`src/rtl/mdcl_pkg.sv`:
```
// Shared types, codes and constants of the Morse digit code lock.
// No dependencies; imported by every module of the block.
`timescale 1ns / 1ps

package mdcl_pkg;

  localparam int ECHO_W      = 20;
  localparam int RUN_W       = 8;
  localparam int CODE_W      = 16;
  localparam int CFG_W       = 20;
  localparam int CFG_IDX_W   = 2;
  localparam int IN_DATA_W   = 24;
  localparam int IN_USER_W   = 2;
  localparam int OUT_DATA_W  = 16;
  localparam int SYM_CNT_W   = 3;
  localparam int GROUP_LEN   = 5;
  localparam int QUEUE_DEPTH = 2;
  localparam int CODE_DIGITS_DEF = 4;

  localparam logic [ECHO_W-1:0] ECHO_LIMIT_RST  = 20'd10000;
  localparam logic [RUN_W-1:0]  DASH_MIN_RST    = 8'd3;
  localparam logic [CODE_W-1:0] SECRET_CODE_RST = 16'h8152;
  localparam logic [RUN_W-1:0]  RUN_MAX         = 8'hFF;

  localparam logic [CFG_IDX_W-1:0] REG_ECHO_LIMIT  = 2'd0;
  localparam logic [CFG_IDX_W-1:0] REG_DASH_MIN    = 2'd1;
  localparam logic [CFG_IDX_W-1:0] REG_SECRET_CODE = 2'd2;

  localparam logic [1:0] OP_SAMPLE = 2'd0;
  localparam logic [1:0] OP_ARM    = 2'd1;
  localparam logic [1:0] OP_CLEAR  = 2'd2;

  typedef enum logic [1:0] {
    K_SAMPLE = 2'd0,
    K_ARM    = 2'd1,
    K_CLEAR  = 2'd2,
    K_NONE   = 2'd3
  } kind_t;

  typedef struct packed {
    kind_t kind;
    logic  near;
  } entry_t;

  localparam logic [1:0] SYM_NONE = 2'd0;
  localparam logic [1:0] SYM_DOT  = 2'd1;
  localparam logic [1:0] SYM_DASH = 2'd2;

  localparam logic [1:0] VERDICT_NONE  = 2'd0;
  localparam logic [1:0] VERDICT_OK    = 2'd1;
  localparam logic [1:0] VERDICT_WRONG = 2'd2;

  typedef struct packed {
    logic       armed;
    logic [1:0] digits_held;
    logic [1:0] verdict;
    logic [3:0] digit_value;
    logic       digit_done;
    logic [1:0] symbol_added;
    logic       near;
  } result_t;

  // dash = 1, first symbol in the top bit
  function automatic logic [3:0] decode_group(input logic [GROUP_LEN-1:0] bits);
    logic [3:0] d;
    case (bits)
      5'b01111: d = 4'd1;
      5'b00111: d = 4'd2;
      5'b00011: d = 4'd3;
      5'b00001: d = 4'd4;
      5'b00000: d = 4'd5;
      5'b10000: d = 4'd6;
      5'b11000: d = 4'd7;
      5'b11100: d = 4'd8;
      5'b11110: d = 4'd9;
      default:  d = 4'd0;
    endcase
    return d;
  endfunction

endpackage

```
`src/rtl/mdcl_queue.sv`:
```
// Short queue of classified entries between front and back end.
// Depends on mdcl_pkg.
`timescale 1ns / 1ps

module mdcl_queue
  import mdcl_pkg::*;
(
  input  logic   clk,
  input  logic   rst_n,
  input  logic   push,
  input  entry_t push_data,
  output logic   full,
  input  logic   pop,
  output logic   not_empty,
  output entry_t pop_data
);

  localparam int PTR_W = (QUEUE_DEPTH > 1) ? $clog2(QUEUE_DEPTH) : 1;
  localparam int CNT_W = $clog2(QUEUE_DEPTH + 1);

  entry_t             mem_r [QUEUE_DEPTH];
  logic [PTR_W-1:0]   wr_ptr_r, wr_ptr_nxt;
  logic [PTR_W-1:0]   rd_ptr_r, rd_ptr_nxt;
  logic [CNT_W-1:0]   count_r, count_nxt;
  logic               do_push, do_pop;

  assign full      = (count_r == CNT_W'(QUEUE_DEPTH));
  assign not_empty = (count_r != '0);
  assign pop_data  = mem_r[rd_ptr_r];
  assign do_push   = push && !full;
  assign do_pop    = pop && not_empty;

  always_comb begin
    wr_ptr_nxt = wr_ptr_r;
    rd_ptr_nxt = rd_ptr_r;
    count_nxt  = count_r;
    if (do_push) begin
      wr_ptr_nxt = (wr_ptr_r == PTR_W'(QUEUE_DEPTH - 1)) ? '0 : wr_ptr_r + 1'b1;
    end
    if (do_pop) begin
      rd_ptr_nxt = (rd_ptr_r == PTR_W'(QUEUE_DEPTH - 1)) ? '0 : rd_ptr_r + 1'b1;
    end
    if (do_push && !do_pop) begin
      count_nxt = count_r + 1'b1;
    end else if (do_pop && !do_push) begin
      count_nxt = count_r - 1'b1;
    end
  end

  always_ff @(posedge clk) begin
    if (!rst_n) begin
      wr_ptr_r <= '0;
      rd_ptr_r <= '0;
      count_r  <= '0;
    end else begin
      wr_ptr_r <= wr_ptr_nxt;
      rd_ptr_r <= rd_ptr_nxt;
      count_r  <= count_nxt;
    end
  end

  always_ff @(posedge clk) begin
    if (do_push) begin
      mem_r[wr_ptr_r] <= push_data;
    end
  end

endmodule

```
`config.mk`:
```
export PLATFORM = sky130hd
export DESIGN_NAME = mdcl_queue
export DESIGN_NICKNAME = d
export VERILOG_FILES = /design/src/rtl/mdcl_pkg.sv /design/src/rtl/mdcl_queue.sv
export SDC_FILE = /design/constraint.sdc
export NUM_CORES = 1
export LEC_CHECK = 0
export ABC_AREA = 0
export BUFFER_PORTS_ARGS = -buffer_cell sky130_fd_sc_hd__buf_2
export CAP_MARGIN = 10
export CORE_AREA = 2 2 39 41
export CTS_CLUSTER_DIAMETER = 40
export DETAILED_ROUTE_END_ITERATION = 16
export DIE_AREA = 0 0 41 43
export GPL_TIMING_DRIVEN = 1
export PLACE_DENSITY = 0.55
export REMOVE_ABC_BUFFERS = 1
export SETUP_SLACK_MARGIN = 0.4
export SLEW_MARGIN = 15
export SYNTH_ARGS = -nofsm -noshare
export SYNTH_HDL_FRONTEND = slang
export SYNTH_SLANG_ARGS = --single-unit
```
`constraint.sdc`:
```
create_clock -name clk -period 3.3 [get_ports clk]
set_clock_uncertainty 0.15 [all_clocks]
set_input_delay 0.495 -clock clk [delete_from_list [all_inputs] [get_ports clk]]
set_output_delay 0.495 -clock clk [all_outputs]
set_load 0.02 [all_outputs]
```
==> results.md <==
- Data arrival, critical path: 1.15 ns
- Die ar.: 1763 um^2
- Layout cells sized above 1: 0.3800
- RSZ-0062 raised after global routing: false
- CP Max Fanout: 3
- Pwr dens: 831.7 nW/um^2
- Post CTS Setup Buffer Count: 0
- Crit Path Category: reg2out
- Die Wd: between 40 and 50 um
- Crit path largest cell delay: 0.38 ns
- Status: completed
- First-pass GRT wire length: 1.028 mm
- Clock period minus worst slack: approximately 1.8 ns
- Leak pwr: roughly 0.24 nW
- Cts repair resizes: 0
- Final Hold Viols: 0
- Worst-margin pin slew: 0.3389 ns
- Clock Tree Buf Depth: 2
- Max cap viols: 0
- Worst path bufs/invs: 1
- Layout area overhead: 22.82%
- Antenna Violating Nets Remaining: 0
- Syn Area/Cell: roughly 13 um^2
- CTS root buf: clkbuf_4
- Slew margin rel.: 0.7728
- Seq cells post-synth: 11
- GR Util All Layers: 0.09276
- DR iter-0 viols: 2
- DR pass1 iterations: 2
- DRC Markers: 0
- Final setup viols: 0
- Max Slew Vio Count: 0
- Mapped Area: 444.2 um^2
- Via/cell ratio: 4.561
- Vias: 301
- Period utilization: 0.5435
- Routed wire length: 621 um
- Post-place setup slack: 1.507 ns
- Sequential share of the synthesized area: 0.6310
- Hpwl dp: 494.5 um
- Distinct cell type count after synthesis: 16
- Largest net degree at the start of global routing: 7
- Crit-path cells: mux2_2 -> buf_2
- Max Freq: approximately 560 MHz
- Final net count: 59
- RePlAce Congestion: 0.6693
- Post-route setup TNS: 0 ns
- Critical path capture point type: output pin
- Worst hold path type: in2reg
- Core area: 1384 um^2
- Final worst slack: 1.507 ns
- # IOs: 12
- Skew-Pair Late Insertion Delay: 0.26 ns
- Htree depth: 1
- Wire length per cell: 9.409 um
- IR drop worst, VDD: approximately 0.32 mV
- Commonest non-fill, non-tap cell in the layout: buf_2
- Count of warnings emitted by yosys: 0
- Cts bufs inserted: 3
- Die H: roughly 43 um
- Initial antenna violation count: 0
- Vias in the first global route: 282
- Grt ovf: 0
- Top delay family on crit path: flip-flops
- Sink Count: 11
- CTS tree: built
- Most frequent cells in the layout: buf_2 (11), edfxtp_1 (6), dfxtp_1 (5)
- Crit path required time: 2.65 ns
- CTS Hold Buffers Added: 0
- N_diodes: 0
- Initial Util: 0.3210
- Critical-path top delay cell: dfxtp_1
- Gate Count Post-Synth: 35
- Clk pin slew, worst setup/hold paths: 0.07 ns
- Row cnt: 14
- IO Port Bufs: 11
- Setup crit start kind: flip-flop
Yosys cell counts:
library cell  count  share of area
o21ai_0           2          0.023
nand2b_1          1          0.014
dfxtp_1           5           0.23
nor3_2            1          0.023
and3_1            1          0.014
a21oi_1           1          0.011
or3_1             1          0.014
edfxtp_1          6           0.41
nor2_1            4          0.034
o21a_1            1          0.017
xor2_1            3          0.059
a21boi_0          1          0.017
mux2_2            3          0.076
ha_1              1          0.028
inv_1             3          0.025
or2_2             1          0.014
registers in the layout (all words and copies together) (netlist names), named ones only:
| name | count |
|---|---|
| mem_r | 6 |
| wr_ptr_r | 1 |
| count_r | 2 |
| rd_ptr_r | 1 |
worst paths after layout:
kind | to | cells past startpoint | slack (ns) | start
worst max-delay path | pop_data[2] | 2 | 1.51 | flip-flop
worst min-delay path | mem_r[0][0] | 1 | 0.27 | push_data[0]
worst max register to register | count_r[1] | 6 | 1.56 | count_r[0]
worst min register to register | rd_ptr_r | 2 | 0.36 | rd_ptr_r
metal layers:
metal	global-route usage	routed length, um	vias up
met5	0	0	-
met3	0.03141	36	2
met2	0.1250	268	10
met4	0.08000	15	0
li1	-	-	151
met1	0.1115	299	138
layout make-up:
class,count,area [um^2]
fill,145,838.3
clock buffer,4,26.28
timing repair buffer,11,55.05
sequential,11,280.3
inverter,3,11.26
multi-input combinational,21,152.6
tap,16,20.02
worst register-to-register path, stage by stage, from the launching register on:
cell and delay (ns):
dfxtp_1 0.40, nand2b_1 0.16, inv_1 0.08, nor2_1 0.11
ha_1 0.26, or3_1 0.38, a21oi_1 0.14
through the flow:
step / hold slack, ns / total power, mW / utilization / cells / instance area [um^2]
global placement: 0.3428 / 0.3695 / 0.3752 / 62 / 519.2
floorplan: 0.3225 / 0.3249 / - / 35 / 444.2
finish: 0.2678 / 0.4537 / 0.3942 / 66 / 545.5
CTS: 0.2638 / 0.4585 / 0.3942 / 66 / 545.5
detailed placement: 0.3461 / 0.3681 / 0.3752 / 62 / 519.2
global route: 0.2594 / 0.4872 / 0.3942 / 66 / 545.5
where the power goes:
part / switching, mW / internal, mW
Clock: 0.0438 / 0.0468
Sequential: 0.0214 / 0.179
Combinational: 0.0908 / 0.0723
cells by family (layout without fill, tap and decap cells):
family | count (synthesis) | after routing | share of synthesized area
DFF | 11 | 11 | 0.6310
and+or+nand+nor | 9 | 9 | 0.1127
AOI/OAI and AO/OA | 5 | 5 | 0.06761
xor gates and xnor gates | 3 | 3 | 0.05917
muxes | 3 | 3 | 0.07605
buffers and inverters | 3 | 18 | 0.02535
adders and majority gates | 1 | 1 | 0.02816
No activity file was read; power rests on OpenSTA's default activity.
