<file path="src/rtl/mdcl_pkg.sv">
// Shared types, codes and constants of the Morse digit code lock.
// No dependencies; imported by every module of the block.
`timescale 1ns / 1ps

package mdcl_pkg;

  localparam int ECHO_W      = 20;
  localparam int RUN_W       = 8;
  localparam int CODE_W      = 16;
  localparam int CFG_W       = 20;
  localparam int CFG_IDX_W   = 2;
  localparam int IN_DATA_W   = 24;
  localparam int IN_USER_W   = 2;
  localparam int OUT_DATA_W  = 16;
  localparam int SYM_CNT_W   = 3;
  localparam int GROUP_LEN   = 5;
  localparam int QUEUE_DEPTH = 2;
  localparam int CODE_DIGITS_DEF = 4;

  localparam logic [ECHO_W-1:0] ECHO_LIMIT_RST  = 20'd10000;
  localparam logic [RUN_W-1:0]  DASH_MIN_RST    = 8'd3;
  localparam logic [CODE_W-1:0] SECRET_CODE_RST = 16'h8152;
  localparam logic [RUN_W-1:0]  RUN_MAX         = 8'hFF;

  localparam logic [CFG_IDX_W-1:0] REG_ECHO_LIMIT  = 2'd0;
  localparam logic [CFG_IDX_W-1:0] REG_DASH_MIN    = 2'd1;
  localparam logic [CFG_IDX_W-1:0] REG_SECRET_CODE = 2'd2;

  localparam logic [1:0] OP_SAMPLE = 2'd0;
  localparam logic [1:0] OP_ARM    = 2'd1;
  localparam logic [1:0] OP_CLEAR  = 2'd2;

  typedef enum logic [1:0] {
    K_SAMPLE = 2'd0,
    K_ARM    = 2'd1,
    K_CLEAR  = 2'd2,
    K_NONE   = 2'd3
  } kind_t;

  typedef struct packed {
    kind_t kind;
    logic  near;
  } entry_t;

  localparam logic [1:0] SYM_NONE = 2'd0;
  localparam logic [1:0] SYM_DOT  = 2'd1;
  localparam logic [1:0] SYM_DASH = 2'd2;

  localparam logic [1:0] VERDICT_NONE  = 2'd0;
  localparam logic [1:0] VERDICT_OK    = 2'd1;
  localparam logic [1:0] VERDICT_WRONG = 2'd2;

  typedef struct packed {
    logic       armed;
    logic [1:0] digits_held;
    logic [1:0] verdict;
    logic [3:0] digit_value;
    logic       digit_done;
    logic [1:0] symbol_added;
    logic       near;
  } result_t;

  // dash = 1, first symbol in the top bit
  function automatic logic [3:0] decode_group(input logic [GROUP_LEN-1:0] bits);
    logic [3:0] d;
    case (bits)
      5'b01111: d = 4'd1;
      5'b00111: d = 4'd2;
      5'b00011: d = 4'd3;
      5'b00001: d = 4'd4;
      5'b00000: d = 4'd5;
      5'b10000: d = 4'd6;
      5'b11000: d = 4'd7;
      5'b11100: d = 4'd8;
      5'b11110: d = 4'd9;
      default:  d = 4'd0;
    endcase
    return d;
  endfunction

endpackage

</file>
<file path="src/rtl/mdcl_front.sv">
// Front end: classifies each input beat into an operation kind and a near flag.
// Depends on mdcl_pkg.
`timescale 1ns / 1ps

module mdcl_front
  import mdcl_pkg::*;
(
  input  logic [1:0]        operation,
  input  logic [ECHO_W-1:0] echo_us,
  input  logic [ECHO_W-1:0] echo_limit,
  output entry_t            entry
);

  always_comb begin
    entry.near = (echo_us != '0) && (echo_us < echo_limit);
    case (operation)
      OP_SAMPLE: entry.kind = K_SAMPLE;
      OP_ARM:    entry.kind = K_ARM;
      OP_CLEAR:  entry.kind = K_CLEAR;
      default:   entry.kind = K_NONE;
    endcase
  end

endmodule

</file>
<file path="config.mk">
export PLATFORM = sky130hd
export DESIGN_NAME = mdcl_front
export DESIGN_NICKNAME = d
export VERILOG_FILES = /design/src/rtl/mdcl_pkg.sv /design/src/rtl/mdcl_front.sv
export SDC_FILE = /design/constraint.sdc
export NUM_CORES = 1
export LEC_CHECK = 0
export ABC_AREA = 0
export BUFFER_PORTS_ARGS = -buffer_cell sky130_fd_sc_hd__buf_2
export CAP_MARGIN = 20
export CORE_MARGIN = 2
export CORE_UTILIZATION = 41
export DETAILED_ROUTE_END_ITERATION = 8
export PLACE_DENSITY_LB_ADDON = 0.12
export RECOVER_POWER = 50
export SYNTH_ARGS = -nofsm -noshare
export SYNTH_HDL_FRONTEND = slang
export SYNTH_SLANG_ARGS = --single-unit
</file>
<file path="constraint.sdc">
create_clock -name vclk -period 2.4
set_clock_uncertainty 0.2 [all_clocks]
set_input_delay 0.48 -clock vclk [all_inputs]
set_output_delay 0.48 -clock vclk [all_outputs]
set_load 0.01 [all_outputs]
</file>
==> results of run 1 <==
-- final cells by class --
| class | count | area, µm² | share of cell area (%) |
|---|---|---|---|
| inverters | 20 | 75.1 | 7.91 |
| well taps | 15 | 18.8 | 1.98 |
| repair buffers | 52 | 325 | 34.3 |
| multi-input cells | 53 | 531 | 55.9 |
-- through the flow --
stage / instance area, µm² / cells / utilization [%] / TNS (ps) / hold WS, ps
after floorplan: 542 / 75 / - / 0 / 862
after global placement: 833 / 139 / 65.7 / -198 / 760
after detailed placement: 833 / 139 / 65.7 / -222 / 760
after CTS: 931 / 140 / 73.4 / -162 / 760
after global routing: 950 / 140 / 74.9 / -194 / 760
final: 950 / 140 / 74.9 / -157 / 760
-- placed cells by master (no fill, tap or decap) --
cell / n
or4_4: 1
buf_6: 6
a21o_1: 1
nand2_1: 5
nor4_1: 6
a21oi_1: 8
a32o_1: 1
nand4_1: 2
inv_1: 17
nand4_4: 1
buf_2: 35
a211oi_2: 1
and3_1: 1
o21bai_1: 1
o21a_1: 3
o2111ai_1: 1
nand3_1: 1
inv_2: 3
ha_1: 14
o32ai_1: 1
buf_4: 11
ha_4: 5
-- cells in the mapped netlist (all sizes together) --
library cell and n:
a32o 1, o32ai 1, nand3 1, nand2 5, o21bai 1, a21o 1
a21oi 8, ha 19, o2111ai 1, inv 20, nor4 6, a211oi 1
or4 1, o21a 3, clkbuf 2, and3 1, nand4 3
-- timing repair --
item / 4_1_cts / 5_1_grt
setup endpoints to repair: 1 / 1
pin swaps: 2 / 0
resized for setup: 14 / 4
buffers inserted: 1 / 0
gates cloned: 0 / 0
-- worst max-delay path by stage --
stage,cells past startpoint,to,startpoint
4_1_cts,8,entry[0],echo_limit[18]
3_3_place_gp,7,entry[0],echo_us[15]
2_1_floorplan,6,entry[0],echo_limit[18]
5_1_grt,8,entry[0],echo_limit[18]
3_5_place_dp,7,entry[0],echo_us[15]
6_report,8,entry[0],echo_limit[18]
-- per-layer routing --
layer  GRT usage (%)  share of wire [%]  wire length [µm]
met1            22.4                 40               615
met2            38.1                 52               794
met3               0                7.1               109
met4               0               0.59                 9
met5               0                  0                 0
-- where the power goes --
| part | internal, W | switching (W) |
|---|---|---|
| combinational | 0.0000885 | 0.0000658 |
| sequential | 0 | 0 |
| clock | 0 | 0 |
-- logic make-up (layout without fill, tap and decap cells) --
kind of cell | after synthesis | in the layout
AOI/OAI and AO/OA | 17 | 17
buffers and inverters | 22 | 72
adders and majority gates | 19 | 19
and+or+nand+nor | 17 | 17
==> flow_summary.toml, run 1 <==
[worst_setup_path]
cp_slowest_cell = "or4_4"
end_kind = "output port"
cp_cell_sequence = "buf_6 -> inv_2 -> ha_4 -> nand4_4 -> or4_4 -> o32ai_1 -> nor4_1 -> buf_2"
cp-start-kind = "input port"
cp.arrival_ps = 1880
max_stage_delay_ps = 550
path_max_fanout = 2
critical-path-top-delay-family = "simple AND/OR/NAND/NOR gates"
cp_num_buf_inv = 3
critPathKind = "input port to output port"
cp_data_required_time_ps = 1720

[cells_and_area]
nClkBuffers = 0
diodes = 0
regArea_um2 = 0
drive_above_1_share_pct = 50.4
final_nets = 188
syn_to_final_growth_pct = 75.3
seq_cells = 0
fillers = 94

[sta]
tightest_slew_ps = 275
final_hold_viol_count = 0
setup_viol = 1
slew_viol_final = 0
min_period_ps = 2560
fin_ws_ps = -157
slew_headroom_pct = 81.5
max_freq_ghz = 0.391
rsz0062_at_grt = "true"
fin_crit_sh_pct = 107

[logic_synthesis]
synth_top_family_by_area = "adder cells"
syn_nets = 136
synth_mux_area_share_pct = 0
yosysTopAreaCell = "ha_1"
synth_top_area_share_pct = 43.9
synth_cells = 75
synth_compound_area_share_pct = 21.7
syn_avg_cell_area_um2 = 7.22
synth_xor_area_share_pct = 0
ys_types = 18
ys_seq_area_share_pct = 0
synth_fa_ha_area_share_pct = 43.9
synth-simple-area-share_pct = 19.2
syn_area_um2 = 542
synthTopCellsByArea = "ha_1 (44%), inv_1 (14%), a21oi_1 (7.4%)"
synth_warnings = 0

[placement]
port_buffers = 41
gp_congestion = 0.749
dp.final_hpwl_mm = 1.23
pre_cts_slack_ps = -222

[die]
die-area_um2 = 1630
rows = 13
die_x_um = 40.4
io_pins = 45
core_area_um2 = 1270
die_h_um = 40.4
start_util_pct = 42.7

[power]
powerDensity_nw_per_um2 = 162
fin_total_pwr_w = 0.000154
power.leakage_nw = 0.537
vdd_drop_max_mv = 0.0870

[hold_path]
hold_end = "entry[2]"
min_from = "operation[1]"
hold_path_class = "input port to output port"
min_path_cells = 0

[cts]
cts_hold_buf = 0

[global_routing]
grt_pass1_wl_mm = 2.18
gr-total-overflow = 0
antenna_found_initial = 0
grt_max_degree = 4
grt_pass1_vias = 598
grt.total_usage_pct = 18.7

[route]
routedWlPerCell_um = 10.9
ant_nets = 0
wl_mm = 1.53
drtIter0Drc = 3
viasPerCell = 5.02
firstDrtPassIters = 2
drc = 0
vias = 703

[run_status]
violations = "setup timing"
outcome = "finished, violations left"

[job]
maxCapViolCount = 0
Note: power is estimated with default switching activity, not from simulation.
==> run 2: changes to the inputs <==
--- a/config.mk
+++ b/config.mk
@@ -5,11 +5,11 @@
 export SDC_FILE = /design/constraint.sdc
 export NUM_CORES = 1
 export LEC_CHECK = 0
-export ABC_AREA = 0
+export ABC_AREA = 1
 export BUFFER_PORTS_ARGS = -buffer_cell sky130_fd_sc_hd__buf_2
 export CAP_MARGIN = 20
 export CORE_MARGIN = 2
-export CORE_UTILIZATION = 41
+export CORE_UTILIZATION = 43
 export DETAILED_ROUTE_END_ITERATION = 8
 export PLACE_DENSITY_LB_ADDON = 0.12
 export RECOVER_POWER = 50
==> run 2 against run 1 <==
The flow now finishes without violations. Worst hold slack is essentially flat. Non-clock buffer count shrank 11. Area after synthesis grew 12%. Wire length shrank 20%. Flip-flop and latch count is the same. Via count grew 6.0%. Critical path depth grew 2. Sequential share of layout area is the same. Largest cell class unchanged. Largest power group unchanged.
==> flow_summary.toml, run 2 <==
[worst_setup_path]
cp_cell_sequence = "buf_2 -> ha_1 -> nand2_1 -> inv_1 -> nand2_1 -> nand2_1 -> a21oi_1 -> nand3_1 -> nor2_1 -> buf_2"
cp-start-kind = "input port"
cp_data_required_time_ps = 1720
path_max_fanout = 2
max_stage_delay_ps = 300
critical-path-top-delay-family = "simple AND/OR/NAND/NOR gates"
end_kind = "output port"
crit_top_cell = "nand2_1"
critPathKind = "input port to output port"
cp.arrival_ps = 1560
cp_slowest_cell = "ha_1"
cp_num_buf_inv = 3

[sta]
final_hold_viol_count = 0
min_period_ps = 2240
slew_viol_final = 0
setup_viol = 0
tightest_slew_ps = 296
rsz0062_at_grt = "false"
slew_headroom_pct = 80.1
setup_tns_ps = 0
max_freq_ghz = 0.447
fin_crit_sh_pct = 93.2

[global_routing]
grt_pass1_vias = 658
antenna_found_initial = 0
gr-total-overflow = 0
grt.total_usage_pct = 15.6
grt_pass1_wl_mm = 2.35
grt_max_degree = 3

[power]
fin_total_pwr_w = 0.000117
vdd_drop_max_mv = 0.0647
power.leakage_nw = 0.590
swShare_pct = 49.6
p_int_w = 0.0000591
switchingPower_w = 0.0000581
seq_power_share_pct = 0
p_clk_share_pct = 0
power_frac_comb_pct = 100.0
powerDensity_nw_per_um2 = 142

[cells_and_area]
seq_cells = 0
final_core_util_pct = 62.7
finalNonFillerCells = 166
nClkBuffers = 0
final_nets = 214
syn_to_final_growth_pct = 35.5
most-common-layout-cells = "buf_2 (41), nand2_1 (37), inv_1 (30)"
regArea_um2 = 0
layout_commonest_cell = "buf_2"
diodes = 0
drive_above_1_share_pct = 27.8

[logic_synthesis]
synth_cells = 112
ys_seq_area_share_pct = 0
ys_types = 10
syn_area_um2 = 609
synth_common_cells = "nand2_1 (37), inv_1 (30), ha_1 (19)"
post-synth-top-count-cell = "nand2_1"
syn_avg_cell_area_um2 = 5.44
synth_top_area_share_pct = 39.0
synthTopCellsByArea = "ha_1 (39%), nand2_1 (23%), inv_1 (18%)"
synth_warnings = 0
yosysTopAreaCell = "ha_1"
syn_nets = 173

[route]
route.met3.wl_um = 72
drtIter0Drc = 2
wl_mm = 1.22
viasPerCell = 4.49
vias = 745
route.met2.wl_um = 631
drc = 0
firstDrtPassIters = 3
ant_nets = 0
m1WireLength_um = 513
top_layer_used = "met3"
routedWlPerCell_um = 7.33

[placement]
place_inst = 166
gp_congestion = 0.675
dp.final_hpwl_mm = 1.21
port_buffers = 41

[hold_path]
hold_path_class = "input port to output port"

[run_status]
outcome = "complete, no violations"

[die]
start_util_pct = 46.2
core_area_um2 = 1320
die-area_um2 = 1730
io_pins = 45
rows = 13
die_h_um = 41.6
die_x_um = 41.6

[cts]
cts_hold_buf = 0
postCtsSetupRepairBufs = 0
cts-resized-gates = 0

[job]
maxCapViolCount = 0
run 2: cell count changes after synthesis, moves of 2 or more:
cell | previous run | this run
a21oi_1 | 8 | 6
inv_1 | 20 | 30
nand2_1 | 5 | 37
nand4_1 | 2 | 0
nor2_1 | 0 | 12
nor4_1 | 6 | 3
o21a_1 | 3 | 0
run 2: metrics by stage:
step	hold WS, ps	cell area [µm²]	worst slack, ps
2_1_floorplan	862	609	376
3_3_place_gp	760	826	163
3_5_place_dp	760	826	148
4_1_cts	760	826	142
5_1_grt	760	826	27.5
6_report	760	826	164
run 2: cell type report:
type / count / area [µm²]
repair buffers: 41 / 205
inverters: 30 / 113
fillers: 147 / 492
multi-input cells: 80 / 489
well taps: 15 / 18.8
run 2: final timing paths:
path,slack (ps),endpoint,start,cells after the start
setup / recovery,160,entry[0],echo_us[19],10
hold / removal,760,entry[1],operation[0],0
run 2: metal layers:
layer / track usage [%] / up-vias
met4: 0 / 0
met2: 30.9 / 22
li1: - / 416
met1: 19.5 / 307
met3: 0.435 / 0
met5: 0 / -
run 2: kinds of logic (layout without fill, tap and decap cells):
family | Yosys count | after routing | share of synthesized area (%)
buf+inv | 32 | 71 | 19.7
fa+ha+maj | 19 | 19 | 39.0
simple gates | 54 | 54 | 35.1
compound gates | 7 | 7 | 6.16
run 2: power by group through the flow:
stage / combinational (W) / clock [W] / sequential [W]
after floorplan: 0.0000696 / 0 / 0
after global placement: 0.000114 / 0 / 0
after detailed placement: 0.000119 / 0 / 0
after CTS: 0.000120 / 0 / 0
after global routing: 0.000140 / 0 / 0
final: 0.000117 / 0 / 0
